File: src/design/fft16_pkg.sv
// ============================================================================
// fft16_pkg
// Shared constants, types and helper functions of the 16-point radix-2 FFT.
// ============================================================================
package fft16_pkg;

  localparam int POINTS    = 16;
  localparam int ADDR_W    = 4;   // address of one work store entry
  localparam int STAGE_W   = 2;   // butterfly stage number, 0..3
  localparam int BF_W      = 3;   // butterfly number within a stage, 0..7
  localparam int SAMPLE_W  = 16;
  localparam int DATA_W    = 21;
  localparam int WORD_W    = 2 * DATA_W;
  localparam int TW_W      = 18;
  localparam int FRAC_W    = 16;
  localparam int PROD_W    = DATA_W + TW_W;
  localparam int RND_W     = PROD_W + 1 - FRAC_W;

  localparam logic [ADDR_W-1:0]  ADDR_LAST  = ADDR_W'(POINTS - 1);
  localparam logic [BF_W-1:0]    BF_LAST    = '1;
  localparam logic [STAGE_W-1:0] STAGE_LAST = '1;

  typedef enum logic [1:0] {
    WSEL_LOAD,
    WSEL_SUM,
    WSEL_DIFF
  } wsel_t;

  typedef struct packed {
    logic              we;
    wsel_t             wsel;
    logic [ADDR_W-1:0] waddr;
    logic              re;
    logic [ADDR_W-1:0] raddr_a;
    logic [ADDR_W-1:0] raddr_b;
  } mem_ctrl_t;

  typedef struct packed {
    logic            mul_en;
    logic            sum_en;
    logic [BF_W-1:0] tw_idx;
  } bf_ctrl_t;

  function automatic logic [ADDR_W-1:0] bit_rev(input logic [ADDR_W-1:0] v);
    logic [ADDR_W-1:0] r;
    for (int k = 0; k < ADDR_W; k++) begin
      r[k] = v[ADDR_W-1-k];
    end
    return r;
  endfunction

  // Upper entry of butterfly n in stage s: a zero bit inserted at position s.
  function automatic logic [ADDR_W-1:0] bf_top(input logic [BF_W-1:0] n,
                                               input logic [STAGE_W-1:0] s);
    logic [ADDR_W-1:0] nx;
    logic [ADDR_W-1:0] low_mask;
    nx       = {1'b0, n};
    low_mask = ~({ADDR_W{1'b1}} << s);
    return ((nx & ~low_mask) << 1) | (nx & low_mask);
  endfunction

  // Lower entry lies half a span below the upper one.
  function automatic logic [ADDR_W-1:0] bf_bot(input logic [BF_W-1:0] n,
                                               input logic [STAGE_W-1:0] s);
    return bf_top(n, s) | (ADDR_W'(1) << s);
  endfunction

  function automatic logic [BF_W-1:0] bf_tw(input logic [BF_W-1:0] n,
                                            input logic [STAGE_W-1:0] s);
    logic [BF_W-1:0] j;
    j = n & ~({BF_W{1'b1}} << s);
    return j << (STAGE_W'(BF_W) - s);
  endfunction

  function automatic logic signed [TW_W-1:0] tw_cos(input logic [BF_W-1:0] idx);
    logic signed [TW_W-1:0] v;
    case (idx)
      3'd0:    v = 18'sd65536;
      3'd1:    v = 18'sd60547;
      3'd2:    v = 18'sd46341;
      3'd3:    v = 18'sd25080;
      3'd4:    v = 18'sd0;
      3'd5:    v = -18'sd25080;
      3'd6:    v = -18'sd46341;
      3'd7:    v = -18'sd60547;
      default: v = 18'sd0;
    endcase
    return v;
  endfunction

  function automatic logic signed [TW_W-1:0] tw_sin(input logic [BF_W-1:0] idx);
    logic signed [TW_W-1:0] v;
    case (idx)
      3'd0:    v = 18'sd0;
      3'd1:    v = -18'sd25080;
      3'd2:    v = -18'sd46341;
      3'd3:    v = -18'sd60547;
      3'd4:    v = -18'sd65536;
      3'd5:    v = -18'sd60547;
      3'd6:    v = -18'sd46341;
      3'd7:    v = -18'sd25080;
      default: v = 18'sd0;
    endcase
    return v;
  endfunction

endpackage

File: src/design/fft16_ctrl.sv
// ============================================================================
// fft16_ctrl
// Sequencer: sample load, butterfly passes and bin read-out with the
// output handshake.
// ============================================================================
module fft16_ctrl
  import fft16_pkg::*;
(
  input  logic              clk,
  input  logic              rst_n,
  input  logic              in_valid,
  output logic              in_ready,
  input  logic              out_ready,
  output logic              out_valid,
  output logic [ADDR_W-1:0] out_bin_index,
  output logic              out_last_bin,
  output logic              emit_load,
  output mem_ctrl_t         mem,
  output bf_ctrl_t          bf
);

  typedef enum logic [2:0] {
    ST_LOAD,
    ST_BF_RD,
    ST_BF_MUL,
    ST_BF_WA,
    ST_BF_WB,
    ST_EMIT_RD,
    ST_EMIT
  } state_t;

  state_t             state_r,      state_nxt;
  logic [ADDR_W-1:0]  load_cnt_r,   load_cnt_nxt;
  logic [STAGE_W-1:0] stage_r,      stage_nxt;
  logic [BF_W-1:0]    bf_cnt_r,     bf_cnt_nxt;
  logic [ADDR_W-1:0]  emit_cnt_r,   emit_cnt_nxt;
  logic               pend_r,       pend_nxt;
  logic               out_valid_r,  out_valid_nxt;
  logic [ADDR_W-1:0]  bin_index_r,  bin_index_nxt;
  logic               last_r,       last_nxt;
  logic               out_free;
  logic [BF_W-1:0]    bf_next;

  assign out_free = !out_valid_r || out_ready;
  assign bf_next  = bf_cnt_r + BF_W'(1);

  always_comb begin
    state_nxt     = state_r;
    load_cnt_nxt  = load_cnt_r;
    stage_nxt     = stage_r;
    bf_cnt_nxt    = bf_cnt_r;
    emit_cnt_nxt  = emit_cnt_r;
    pend_nxt      = pend_r;
    out_valid_nxt = out_valid_r && !out_ready;
    bin_index_nxt = bin_index_r;
    last_nxt      = last_r;
    emit_load     = 1'b0;
    in_ready      = 1'b0;

    mem.we      = 1'b0;
    mem.wsel    = WSEL_LOAD;
    mem.waddr   = bit_rev(load_cnt_r);
    mem.re      = 1'b0;
    mem.raddr_a = bf_top(bf_cnt_r, stage_r);
    mem.raddr_b = bf_bot(bf_cnt_r, stage_r);

    bf.mul_en = 1'b0;
    bf.sum_en = 1'b0;
    bf.tw_idx = bf_tw(bf_cnt_r, stage_r);

    case (state_r)
      ST_LOAD: begin
        in_ready = 1'b1;
        if (in_valid) begin
          mem.we       = 1'b1;
          load_cnt_nxt = load_cnt_r + ADDR_W'(1);
          if (load_cnt_r == ADDR_LAST) begin
            stage_nxt  = '0;
            bf_cnt_nxt = '0;
            state_nxt  = ST_BF_RD;
          end
        end
      end
      ST_BF_RD: begin
        mem.re    = 1'b1;
        state_nxt = ST_BF_MUL;
      end
      ST_BF_MUL: begin
        bf.mul_en = 1'b1;
        state_nxt = ST_BF_WA;
      end
      ST_BF_WA: begin
        bf.sum_en = 1'b1;
        mem.we    = 1'b1;
        mem.wsel  = WSEL_SUM;
        mem.waddr = bf_top(bf_cnt_r, stage_r);
        state_nxt = ST_BF_WB;
      end
      ST_BF_WB: begin
        mem.we    = 1'b1;
        mem.wsel  = WSEL_DIFF;
        mem.waddr = bf_bot(bf_cnt_r, stage_r);
        if (bf_cnt_r != BF_LAST) begin
          // Butterflies of one stage touch disjoint entries, so the next
          // read may overlap this write.
          mem.re      = 1'b1;
          mem.raddr_a = bf_top(bf_next, stage_r);
          mem.raddr_b = bf_bot(bf_next, stage_r);
          bf_cnt_nxt  = bf_next;
          state_nxt   = ST_BF_MUL;
        end else if (stage_r != STAGE_LAST) begin
          bf_cnt_nxt = '0;
          stage_nxt  = stage_r + STAGE_W'(1);
          state_nxt  = ST_BF_RD;
        end else begin
          state_nxt = ST_EMIT_RD;
        end
      end
      ST_EMIT_RD: begin
        mem.re       = 1'b1;
        mem.raddr_a  = '0;
        emit_cnt_nxt = '0;
        pend_nxt     = 1'b1;
        state_nxt    = ST_EMIT;
      end
      ST_EMIT: begin
        if (pend_r && out_free) begin
          emit_load     = 1'b1;
          out_valid_nxt = 1'b1;
          bin_index_nxt = emit_cnt_r;
          last_nxt      = (emit_cnt_r == ADDR_LAST);
          if (emit_cnt_r != ADDR_LAST) begin
            mem.re       = 1'b1;
            mem.raddr_a  = emit_cnt_r + ADDR_W'(1);
            emit_cnt_nxt = emit_cnt_r + ADDR_W'(1);
          end else begin
            pend_nxt  = 1'b0;
            state_nxt = ST_LOAD;
          end
        end
      end
      default: begin
        state_nxt = ST_LOAD;
      end
    endcase
  end

  always_ff @(posedge clk) begin
    if (!rst_n) begin
      state_r     <= ST_LOAD;
      load_cnt_r  <= '0;
      stage_r     <= '0;
      bf_cnt_r    <= '0;
      emit_cnt_r  <= '0;
      pend_r      <= 1'b0;
      out_valid_r <= 1'b0;
      bin_index_r <= '0;
      last_r      <= 1'b0;
    end else begin
      state_r     <= state_nxt;
      load_cnt_r  <= load_cnt_nxt;
      stage_r     <= stage_nxt;
      bf_cnt_r    <= bf_cnt_nxt;
      emit_cnt_r  <= emit_cnt_nxt;
      pend_r      <= pend_nxt;
      out_valid_r <= out_valid_nxt;
      bin_index_r <= bin_index_nxt;
      last_r      <= last_nxt;
    end
  end

  assign out_valid     = out_valid_r;
  assign out_bin_index = bin_index_r;
  assign out_last_bin  = last_r;

endmodule

File: config.mk
export PLATFORM = sky130hd
export DESIGN_NAME = fft16_ctrl
export DESIGN_NICKNAME = d
export VERILOG_FILES = /design/src/design/fft16_pkg.sv /design/src/design/fft16_ctrl.sv
export SDC_FILE = /design/constraint.sdc
export NUM_CORES = 1
export LEC_CHECK = 0
export BUFFER_PORTS_ARGS = -buffer_cell sky130_fd_sc_hd__buf_2
export CAP_MARGIN = 20
export CORE_MARGIN = 2
export CORE_UTILIZATION = 50
export CTS_CLUSTER_SIZE = 30
export DETAILED_ROUTE_END_ITERATION = 16
export HOLD_SLACK_MARGIN = 0.06
export PLACE_DENSITY = 0.73
export SETUP_SLACK_MARGIN = 0.5
export SYNTH_ARGS = -nofsm -noshare
export SYNTH_HDL_FRONTEND = slang
export SYNTH_SLANG_ARGS = --single-unit
File: constraint.sdc
create_clock -name clk -period 4.6 [get_ports clk]
set_input_delay 0.46 -clock clk [delete_from_list [all_inputs] [get_ports clk]]
set_output_delay 0.46 -clock clk [all_outputs]
set_load 0.01 [all_outputs]
Yosys cells after proc, flatten, opt, wreduce, memory -nomap -nowiden
Cells that the tools add are included.

$add $sub $neg: 5. Equality and inequality tests: 19. Shift-type cells: 4. Multiplexer cells: 39. Bitwise operators: 12. Reduce and logical (&&, ||, !) cells: 17.

Operators with widths (number): $mux 3 (10); $pmux 3 s7 (1); $ne 2x2->1 const B (8); $or 4x4->4 (4); $mux 4 (3); $pmux 4 s3 (1); $pmux 6 s2 (1); $mux 1 (10); $mux 5 (2); $and 3x3->3 (3); $eq 3x3->1 const B (3); $mux 9 (1); $add 4x1->4 const B (2); $and 3x4->4 (2); $eq 4x4->1 const B (2); $mux 2 (4); $pmux 4 s2 (1); $reduce_and 4->1 (2); $eq 3x2->1 const B (2); $ne 3x3->1 const B (2); $not 3->3 (2); $pmux 3 s2 (1); $reduce_and 3->1 (2); $reduce_and 5->1 (1); 20 further kinds (26).

Register bits after elaboration: 23. Input bits: 4. Output and inout bits: 29. Logic and storage cells: 105.

Depth between registers and ports, before layout
Gate-level depths: netlist of the first run.

Depth after elaboration: 8. Mapped depth: 8. Mapped depth without buffers: 6.

Worst setup path before layout of the first run
No wires, ideal clock.

Path type: flip-flop to output port. From: reg bf_cnt_r[1]. To: out mem[1] (netlist bit). Arrival time: 1.666 ns. Data required time: 4.140 ns. Path slack: 2.474 ns. Stages on the path, launching flop included: 7. Buffers on the path: 0. Path through: dfxtp_1 -> ha_1 -> ha_1 -> mux2_2 -> a22oi_1 -> a21oi_1 -> or2_1.

RTL lines: start: declaration (RTL line fft16_ctrl.sv:35) `logic [BF_W-1:0] bf_cnt_r, bf_cnt_nxt;`; start signal: assignment (RTL line fft16_ctrl.sv:163) `bf_cnt_r <= bf_cnt_nxt;`; end: declaration (RTL line fft16_ctrl.sv:18) `output mem_ctrl_t mem,`.

==> results of run 1 <==
-- power groups by stage --
stage,clock [mW],combinational [mW],sequential [mW]
after CTS,0.0994,0.0178,0.204
final,0.0988,0.0176,0.204
after detailed placement,0,0.0177,0.208
after global placement,0,0.0179,0.208
after floorplan,0,0.0124,0.208
after global routing,0.108,0.0198,0.204
-- registers in the layout, indices dropped and copies added, names as in the netlist --
register and flops:
stage_r 2, emit_cnt_r 4, out_bin_index 4, out_last_bin 1, load_cnt_r 4, pend_r 1, out_valid 1, state_r 3
bf_cnt_r 3
-- per-stage QoR --
step / hold slack, ns / worst slack (ns) / util / area, sq um / std cells
after floorplan: 0.462 / 2.47 / - / 1690 / 215
after global placement: 0.441 / 1.93 / 0.555 / 1820 / 281
after detailed placement: 0.444 / 1.87 / 0.555 / 1820 / 281
after CTS: 0.462 / 1.51 / 0.563 / 1850 / 285
after global routing: 0.469 / 1.32 / 0.563 / 1850 / 285
final: 0.461 / 1.49 / 0.563 / 1850 / 285
-- area by class of cell --
class / instances / area, sq um / area share
clock buffers: 3 / 22.5 / 0.0122
clock inverters: 1 / 5.00 / 0.00270
inverters: 11 / 41.3 / 0.0223
multi-input cells: 169 / 1100 / 0.596
flip-flops and latches: 23 / 460 / 0.249
well taps: 46 / 57.6 / 0.0311
repair buffers: 32 / 160 / 0.0865
-- placed cells by master, fill, tap and decap left out, types with 3 or more instances in the layout --
cell / synthesis / routed
and2_1: 3 / 3
xor2_1: 3 / 3
inv_1: 9 / 9
nand2_1: 30 / 30
ha_1: 11 / 11
xnor2_1: 3 / 3
nand3_1: 9 / 9
nor2b_1: 4 / 4
mux2i_1: 5 / 5
dfxtp_1: 23 / 23
a22oi_1: 3 / 3
nor3_1: 4 / 4
nand4_1: 3 / 3
nand2b_1: 8 / 8
buf_2: 3 / 32
a31oi_1: 4 / 4
a21oi_1: 16 / 16
nor2_1: 15 / 15
clkbuf_4: 0 / 3
o211ai_1: 4 / 4
o21ai_0: 12 / 12
-- kinds of logic (layout without fill, tap and decap cells) --
group,after synthesis,count (layout),share of synthesized area
simple gates,89,89,0.280
buf+inv,23,47,0.0754
compound gates,57,57,0.224
fa+ha+maj,11,11,0.0814
mux,6,6,0.0362
flops,23,23,0.272
xor+xnor,6,6,0.0311
-- tightest hold or removal path: stages (launching register included) --
cell and delay [ns]:
dfxtp_1 0.33, nand2_1 0.05, a21oi_1 0.05
-- how the worst max path moves through the flow --
| stage | start | endpoint | slack [ns] | cells past startpoint |
|---|---|---|---|---|
| 2_1_floorplan | bf_cnt_r[1] | mem[1] | 2.47 | 6 |
| 3_3_place_gp | bf_cnt_r[0] | mem[1] | 1.93 | 7 |
| 3_5_place_dp | bf_cnt_r[0] | mem[1] | 1.87 | 7 |
| 4_1_cts | bf_cnt_r[0] | mem[1] | 1.51 | 7 |
| 5_1_grt | bf_cnt_r[0] | mem[1] | 1.32 | 7 |
| 6_report | bf_cnt_r[0] | mem[1] | 1.49 | 7 |
-- layer usage --
| metal | up-vias | track usage | routed length [um] |
|---|---|---|---|
| li1 | 821 | - | - |
| met1 | 722 | 0.319 | 2010 |
| met2 | 46 | 0.330 | 1740 |
| met3 | 2 | 0.0254 | 192 |
| met4 | 0 | 0.0639 | 23 |
| met5 | - | 0 | 0 |
==> results.yml, run 1 <==
sta:
  slew_violations: 0
  finalSetupTns_ns: 0
  finalHoldViolCount: 0
  fmaxAchievable_mhz: 321
  timing.final.crit_share: 0.677
  tightestPinTransition_ns: 0.672
  setup_viol: 0
  slew_headroom: 0.552
  finClkSkew_ns: 0.00647
  post-route-min-period_ns: 3.11
  rsz0062_at_grt: "false"
setup_path:
  crit_slowest_cell: "dfxtp_1"
  critPathMaxStageDelay_ns: 0.57
  crit_top_cell: "ha_1"
  critPathKind: "flip-flop to output port"
  critical_path_required_ns: 4.14
  rrSetupSlack_ns: 2.65
  critical_path.top_delay_family: "adder cells"
  worstReg2RegEnd: "bf_cnt_r[0]"
  reg2reg_from: "bf_cnt_r[0]"
  crit_chain: "ha_1 > ha_1 > mux2_2 > a22oi_1 > a21oi_1 > or2_1 > buf_2"
  start_kind: "flip-flop"
  worstPathArrival_ns: 2.65
  critPathBufInv: 1
  cp_max_fo: 12
  rr_worst_depth: 4
  crit_path_end_kind: "output port"
floorplan:
  die_area_sq_um: 3860
  fp.coreArea_sq_um: 3280
  die_w_um: 62.2
  dieHeight_um: 62.2
  core.rowCount: 21
  ioPinCount: 33
  floorplan.initialDensity: 0.515
cells_and_area:
  fill_cells: 329
  syn_to_final_growth_pct: 9.39
  diodes: 0
  drive_gt1_frac: 0.188
  final_net_count: 255
run:
  cap_violations: 0
clocking:
  htreeDepth: 1
  ctsLongestPathBuffers: 2
  clk_pin_slew_worst_paths_ns: 0.14
  cts_resized: 0
  cts_made_buffers: 3
  cts_tree: "done"
  cts.sinks: 23
  ctsHoldBuffers: 0
  insertion_delay_ns: 0.32
  post_cts_buffers: 0
  clock-root-buffer: "clkbuf_4"
synthesis:
  synthFlopType: "dfxtp_1"
  synth_cells: 215
  ys_warn_count: 0
  ys_seq_area_frac: 0.272
  netlist_area_sq_um: 1690
  synth.distinct_cells: 51
  yosysMostFrequentCell: "nand2_1"
  yosys.area.top_type: "dfxtp_1"
  synth_common_cells: "nand2_1 (30), dfxtp_1 (23), a21oi_1 (16), nor2_1 (15), o21ai_0 (12)"
  synth_edf_count: 0
  yosysTopAreaCellShare: 0.272
  avgSynthCellArea_sq_um: 7.87
  synth-async-reset-ratio: 0
  synth.area.top_cells: "dfxtp_1 (27%), ha_1 (8.1%), nand2_1 (6.7%), a21oi_1 (4.7%), o21ai_0 (3.6%)"
  synth_fp_nets: 230
  synth-seq-cells: 23
place:
  port_buffers: 32
  place_congestion: 0.869
  hpwl_um: 2860
route:
  final_antenna_net_count: 0
  vias: 1591
  drt_iter0_drc: 98
  drt_first_pass_iters: 4
  drc: 0
  via_per_inst: 5.58
  routed_wl_um: 3970
  detail_route.wl_per_cell_um: 13.9
pwr:
  p_int_mw: 0.241
  power.leakage_nw: 0.803
  comb_power_share: 0.055
  p_switching_mw: 0.0789
  pwr-share-clk: 0.309
  power_density_nw_per_um2: 173
  power_mw: 0.320
  power_frac_seq: 0.636
  peakVddDrop_mv: 0.0941
  p_sw_frac: 0.246
grt:
  grt_overflow_total: 0
  antenna_found_initial: 0
  grt_pass1_wl_um: 6960
  grtUsageTotal: 0.216
  grt_max_degree: 21
  grt_pass1_vias: 1510
hold_path:
  min_to: "out_bin_index[1]"
  hold_depth: 2
  hold_path_startpoint: "out_bin_index[1]"
  worstHoldPathType: "flip-flop to flip-flop"
status:
  status: "finished, final reports clean"
Power figures use the tool's default switching activity.
==> run 2: changes to the inputs <==
--- a/config.mk
+++ b/config.mk
@@ -12,7 +12,7 @@
 export CTS_CLUSTER_SIZE = 30
 export DETAILED_ROUTE_END_ITERATION = 16
 export HOLD_SLACK_MARGIN = 0.06
-export PLACE_DENSITY = 0.73
+export PLACE_DENSITY = 0.76
 export SETUP_SLACK_MARGIN = 0.5
 export SYNTH_ARGS = -nofsm -noshare
 export SYNTH_HDL_FRONTEND = slang
==> constraint.sdc (replaced) <==
create_clock -name clk -period 2.85 [get_ports clk]
set_input_delay 0.285 -clock clk [delete_from_list [all_inputs] [get_ports clk]]
set_output_delay 0.285 -clock clk [all_outputs]
set_load 0.01 [all_outputs]
==> run 2 against run 1 <==
Compared with the run above: first-iteration DRC count shrank 16%; final cell count grew 2.8%; sequential share of layout area shrank 0.72 points; largest power group unchanged; critical path type unchanged; highest routed layer unchanged; non-clock buffer count grew 8.
==> results.yml, run 2 (same netlist as run 1, synthesis figures left out) <==
route:
  via_per_inst: 5.63
  drt_iter0_drc: 82
  routed_wl_um: 4200
  detail_route.wl_per_cell_um: 14.3
  drc: 0
  final_antenna_net_count: 0
  drt_first_pass_iters: 4
  vias: 1649
clocking:
  ctsHoldBuffers: 0
  cts.sinks: 23
  cts_made_buffers: 3
  insertion_delay_ns: 0.32
  clock-root-buffer: "clkbuf_4"
  cts_tree: "done"
  htreeDepth: 1
  clk_pin_slew_worst_paths_ns: 0.13
  ctsLongestPathBuffers: 2
run:
  cap_violations: 0
setup_path:
  reg2reg_from: "state_r[1]"
  rrSetupSlack_ns: 1.15
  critPathBufInv: 1
  crit_top_cell: "ha_4"
  critical_path_required_ns: 2.57
  critPathMaxStageDelay_ns: 0.38
  worstPathArrival_ns: 1.98
  start_kind: "flip-flop"
  crit_path_end_kind: "output port"
  cp_max_fo: 3
  worstReg2RegEnd: "emit_cnt_r[2]"
  crit_slowest_cell: "dfxtp_4"
  rr_worst_depth: 4
  critPathKind: "flip-flop to output port"
  crit_chain: "ha_4 > ha_4 > mux2_2 > a22oi_2 > a21oi_1 > or2_1 > buf_2"
  critical_path.top_delay_family: "flip-flops"
pwr:
  peakVddDrop_mv: 0.193
  power_frac_seq: 0.635
  p_switching_mw: 0.127
  power_density_nw_per_um2: 261
  pwr-share-clk: 0.308
  comb_power_share: 0.056
  p_int_mw: 0.388
  power.leakage_nw: 0.847
  p_sw_frac: 0.247
status:
  status: "finished, final reports clean"
hold_path:
  hold_depth: 3
  worstHoldPathType: "primary input to flip-flop"
  hold_path_startpoint: "rst_n"
  min_to: "bf_cnt_r[2]"
grt:
  grt_overflow_total: 0
  grt_max_degree: 21
  grt_pass1_wl_um: 7020
  antenna_found_initial: 0
  grtUsageTotal: 0.221
  grt_pass1_vias: 1488
floorplan:
  core.rowCount: 21
  die_area_sq_um: 3860
  dieHeight_um: 62.2
  ioPinCount: 33
  floorplan.initialDensity: 0.515
  fp.coreArea_sq_um: 3280
  die_w_um: 62.2
cells_and_area:
  final_area_sq_um: 1970
  diodes: 0
  layout_common_cells: "buf_2 (32), nand2_1 (30), a21oi_1 (16)"
  syn_to_final_growth_pct: 16.3
  drive_gt1_frac: 0.263
  final_common_cell: "buf_2"
  fill_cells: 315
  final_net_count: 263
sta:
  timing.final.crit_share: 0.796
  setup_viol: 0
  finClkSkew_ns: 0.00344
  fmaxAchievable_mhz: 441
  slew_violations: 0
  rsz0062_at_grt: "true"
  post-route-min-period_ns: 2.27
  finalHoldViolCount: 0
  slew_headroom: 0.567
  tightestPinTransition_ns: 0.650
  finalSetupTns_ns: 0
place:
  place_congestion: 0.880
  port_buffers: 32
  hpwl_um: 2920
  place_area_sq_um: 1840
## run 2: cell count changes in the layout (fill, tap and decap cells not counted), moves of 2 or more
cell | previous run | this run
dfxtp_1 | 23 | 15
buf_4 | 0 | 7
dfxtp_2 | 0 | 6
dfxtp_4 | 0 | 2
ha_1 | 11 | 9
ha_4 | 0 | 2
## run 2: how the worst max path moves through the flow
stage | slack (ns) | cells past startpoint | startpoint | end
6_report | 0.58 | 7 | bf_cnt_r[1] | mem[1]
5_1_grt | 0.45 | 7 | stage_r[1] | mem[1]
4_1_cts | 0.46 | 8 | bf_cnt_r[0] | mem[4]
3_5_place_dp | 0.53 | 8 | bf_cnt_r[0] | mem[4]
3_3_place_gp | 0.57 | 8 | bf_cnt_r[0] | mem[4]
2_1_floorplan | 0.90 | 6 | bf_cnt_r[1] | mem[1]
## run 2: timing repair
action                                  4_1_cts  5_1_grt
buffers inserted                              5        1
cloned                                        0        0
resized for setup                            12        6
hold endpoints to repair                      0        0
pin swaps                                     2        4
endpoints found under the setup margin        8       12
## run 2: through the flow
stage               total power, mW  instances  hold slack [ns]  worst slack (ns)   util
floorplan                     0.355        215            0.462             0.899      -
global placement              0.364        283            0.442             0.568  0.560
detailed placement            0.365        283            0.445             0.525  0.560
CTS                           0.515        292            0.277             0.463  0.590
global route                  0.535        293            0.269             0.448  0.599
finish                        0.515        293            0.282             0.582  0.599
## run 2: layer usage
| metal | vias up | routed length, um | track usage |
|---|---|---|---|
| li1 | 835 | - | - |
| met3 | 8 | 252 | 0.0344 |
| met5 | - | 0 | 0 |
| met1 | 758 | 2020 | 0.319 |
| met4 | 0 | 79 | 0.0778 |
| met2 | 48 | 1850 | 0.333 |
## run 2: power by group through the flow
stage / clock network, mW / logic, mW / registers [mW]
after floorplan: 0 / 0.0200 / 0.335
after global placement: 0 / 0.0285 / 0.336
after detailed placement: 0 / 0.0289 / 0.336
after CTS: 0.159 / 0.0292 / 0.327
after global routing: 0.175 / 0.0318 / 0.328
final: 0.159 / 0.0290 / 0.327
## run 2: worst register-to-register path: cells and delay by family, from the launching register on
family | cells | cell delay (ns)
flip-flops | 1 | 0.58
AO/OA/AOI/OAI | 1 | 0.14
AND/OR/NAND/NOR | 3 | 0.92
## run 2: cell type report
| type | instances | area (sq um) | share of cell area |
|---|---|---|---|
| repair buffers | 40 | 228 | 0.116 |
| inverters | 11 | 41.3 | 0.0210 |
| clock inverters | 1 | 5.00 | 0.00254 |
| clock buffers | 3 | 22.5 | 0.0114 |
| well taps | 46 | 57.6 | 0.0292 |
| multi-input cells | 169 | 1140 | 0.579 |
| flip-flops and latches | 23 | 475 | 0.242 |
==> run 3: changes to the inputs <==
--- a/config.mk
+++ b/config.mk
@@ -12,7 +12,7 @@
 export CTS_CLUSTER_SIZE = 30
 export DETAILED_ROUTE_END_ITERATION = 16
 export HOLD_SLACK_MARGIN = 0.06
-export PLACE_DENSITY = 0.76
+export PLACE_DENSITY = 0.73
 export SETUP_SLACK_MARGIN = 0.5
 export SYNTH_ARGS = -nofsm -noshare
 export SYNTH_HDL_FRONTEND = slang
==> constraint.sdc (replaced) <==
create_clock -name clk -period 2.1 [get_ports clk]
set_input_delay 0.21 -clock clk [delete_from_list [all_inputs] [get_ports clk]]
set_output_delay 0.21 -clock clk [all_outputs]
set_load 0.01 [all_outputs]
==> run 3 against run 2 <==
Compared with the run above: largest power group unchanged; cell area rose by 33%; sequential power rose by 34%; sequential share of layout area decreased by 5.5 points; highest routed layer unchanged; routed wire length grew 54%; setup slack worse by 0.74 ns; core utilization increased by 20 points; worst hold slack worse by 0.074 ns; clock power rose by 42%; first-iteration DRC count rose to 2.7 times the previous value; via count rose by 27%; the flow now finishes with violations (negative setup slack); global-route usage up 5.9 points; combinational power is 42% higher.
==> results.yml, run 3 (same netlist as run 1, synthesis figures left out) <==
status:
  status: "finished, violations left"
  violations: "negative setup slack"
grt:
  grtUsageTotal: 0.280
  grt_max_degree: 21
  antenna_found_initial: 0
  grt_pass1_wl_um: 8720
  grt_pass1_vias: 1798
  grt_overflow_total: 0
route:
  drt_first_pass_iters: 6
  via_per_inst: 6.50
  drc: 0
  final_antenna_net_count: 0
  vias: 2099
  routed_wl_um: 6480
  drt_iter0_drc: 219
  detail_route.wl_per_cell_um: 20.1
sta:
  tightestPinTransition_ns: 0.716
  finalHoldViolCount: 0
  setup_viol: 7
  rsz0062_at_grt: "true"
  slew_violations: 0
  finClkSkew_ns: 0.0146
  setup_ws_ns: -0.156
  slew_headroom: 0.522
  timing.final.crit_share: 1.07
  finalSetupTns_ns: -0.560
  post-route-min-period_ns: 2.26
  fmaxAchievable_mhz: 443
floorplan:
  die_area_sq_um: 3860
  core.rowCount: 21
  floorplan.initialDensity: 0.515
  ioPinCount: 33
  dieHeight_um: 62.2
  fp.coreArea_sq_um: 3280
  die_w_um: 62.2
clocking:
  ctsLongestPathBuffers: 2
  cts_made_buffers: 3
  clk_pin_slew_worst_paths_ns: 0.15
  insertion_delay_ns: 0.33
  clock-root-buffer: "clkbuf_4"
  cts.sinks: 23
  htreeDepth: 1
  ctsHoldBuffers: 0
  cts_tree: "done"
setup_path:
  crit_slowest_cell: "dfxtp_4"
  reg2reg_from: "pend_r"
  worstReg2RegEnd: "emit_cnt_r[2]"
  critical_path.top_delay_family: "flip-flops"
  worstPathArrival_ns: 2.05
  critPathKind: "flip-flop to output port"
  rr_worst_depth: 6
  cp_max_fo: 5
  crit_chain: "ha_4 > ha_4 > mux2_4 > a22oi_2 > a21oi_2 > or2_1 > buf_2"
  crit_top_cell: "ha_4"
  critPathLaunch: "bf_cnt_r[1]"
  start_kind: "flip-flop"
  cp.depth: 7
  critPathBufInv: 1
  rrSetupSlack_ns: 0.35
  critical_path_required_ns: 1.89
  crit_path_end_kind: "output port"
  crit_end: "mem[1]"
  critPathMaxStageDelay_ns: 0.38
cells_and_area:
  final_net_count: 293
  stdcell_count: 323
  final_common_cell: "buf_2"
  drive_gt1_frac: 0.516
  diodes: 0
  post-route-util: 0.798
  layout_common_cells: "buf_2 (28), nand2_1 (25), buf_4 (21)"
  syn_to_final_growth_pct: 55.0
hold_path:
  hold_depth: 3
  worstHoldPathType: "primary input to flip-flop"
place:
  port_buffers: 32
  dp_cells: 292
  hpwl_um: 3050
  place_congestion: 0.923
pwr:
  peakVddDrop_mv: 0.247
  power_density_nw_per_um2: 269
  power.leakage_nw: 1.07
run:
  cap_violations: 0
==> run 3: metrics by stage <==
step / hold WS (ns) / setup slack, ns / cell area, sq um / total power, mW
after floorplan: 0.462 / 0.430 / 1730 / 0.480
after global placement: 0.441 / 0.212 / 1940 / 0.493
after detailed placement: 0.443 / 0.200 / 1940 / 0.493
after CTS: 0.199 / -0.116 / 2390 / 0.702
after global routing: 0.219 / -0.244 / 2620 / 0.736
final: 0.208 / -0.156 / 2620 / 0.705
==> run 3: layout make-up <==
type                       instances  area [sq um]
clock buffer                       3          22.5
clock inverter                     1          5.00
fill                             195           663
inverter                          11          71.3
multi-input combinational        169          1440
sequential                        23           488
tap                               46          57.6
timing repair buffer              70           542
==> run 3: worst register-to-register path, delay by kind of cell, from the launching register on <==
family          cells  cell delay [ns]
buf+inv             2             0.30
simple gates        3             0.80
compound gates      1             0.11
flops               1             0.48
==> run 3: timing repair <==
item,in CTS,in global routing
setup endpoints to repair,23,30
pin swaps,14,12
gates resized for setup,77,41
setup buffers,20,7
cloned,0,0
==> run 3: worst min path at each step <==
stage	to	slack, ns	start
floorplan	out_bin_index[1]	0.46	emit_cnt_r[1]
global placement	out_bin_index[0]	0.44	out_bin_index[0]
detailed placement	out_bin_index[2]	0.44	out_bin_index[2]
CTS	bf_cnt_r[2]	0.20	rst_n
global route	bf_cnt_r[1]	0.22	rst_n
finish	bf_cnt_r[2]	0.21	rst_n
==> run 3: report_power, final <==
part	internal [mW]	switching [mW]	total, mW
registers	0.433	0.00561	0.439
logic	0.0172	0.0239	0.0411
clock network	0.0715	0.153	0.225
==> run 3: metal layers <==
layer | up-vias | GRT usage | part of all wire | routed length [um]
met1 | 961 | 0.375 | 0.37 | 2380
met5 | - | 0 | 0 | 0
met4 | 0 | 0.169 | 0.065 | 424
met2 | 186 | 0.420 | 0.46 | 2970
met3 | 55 | 0.0489 | 0.11 | 701
li1 | 897 | - | - | -
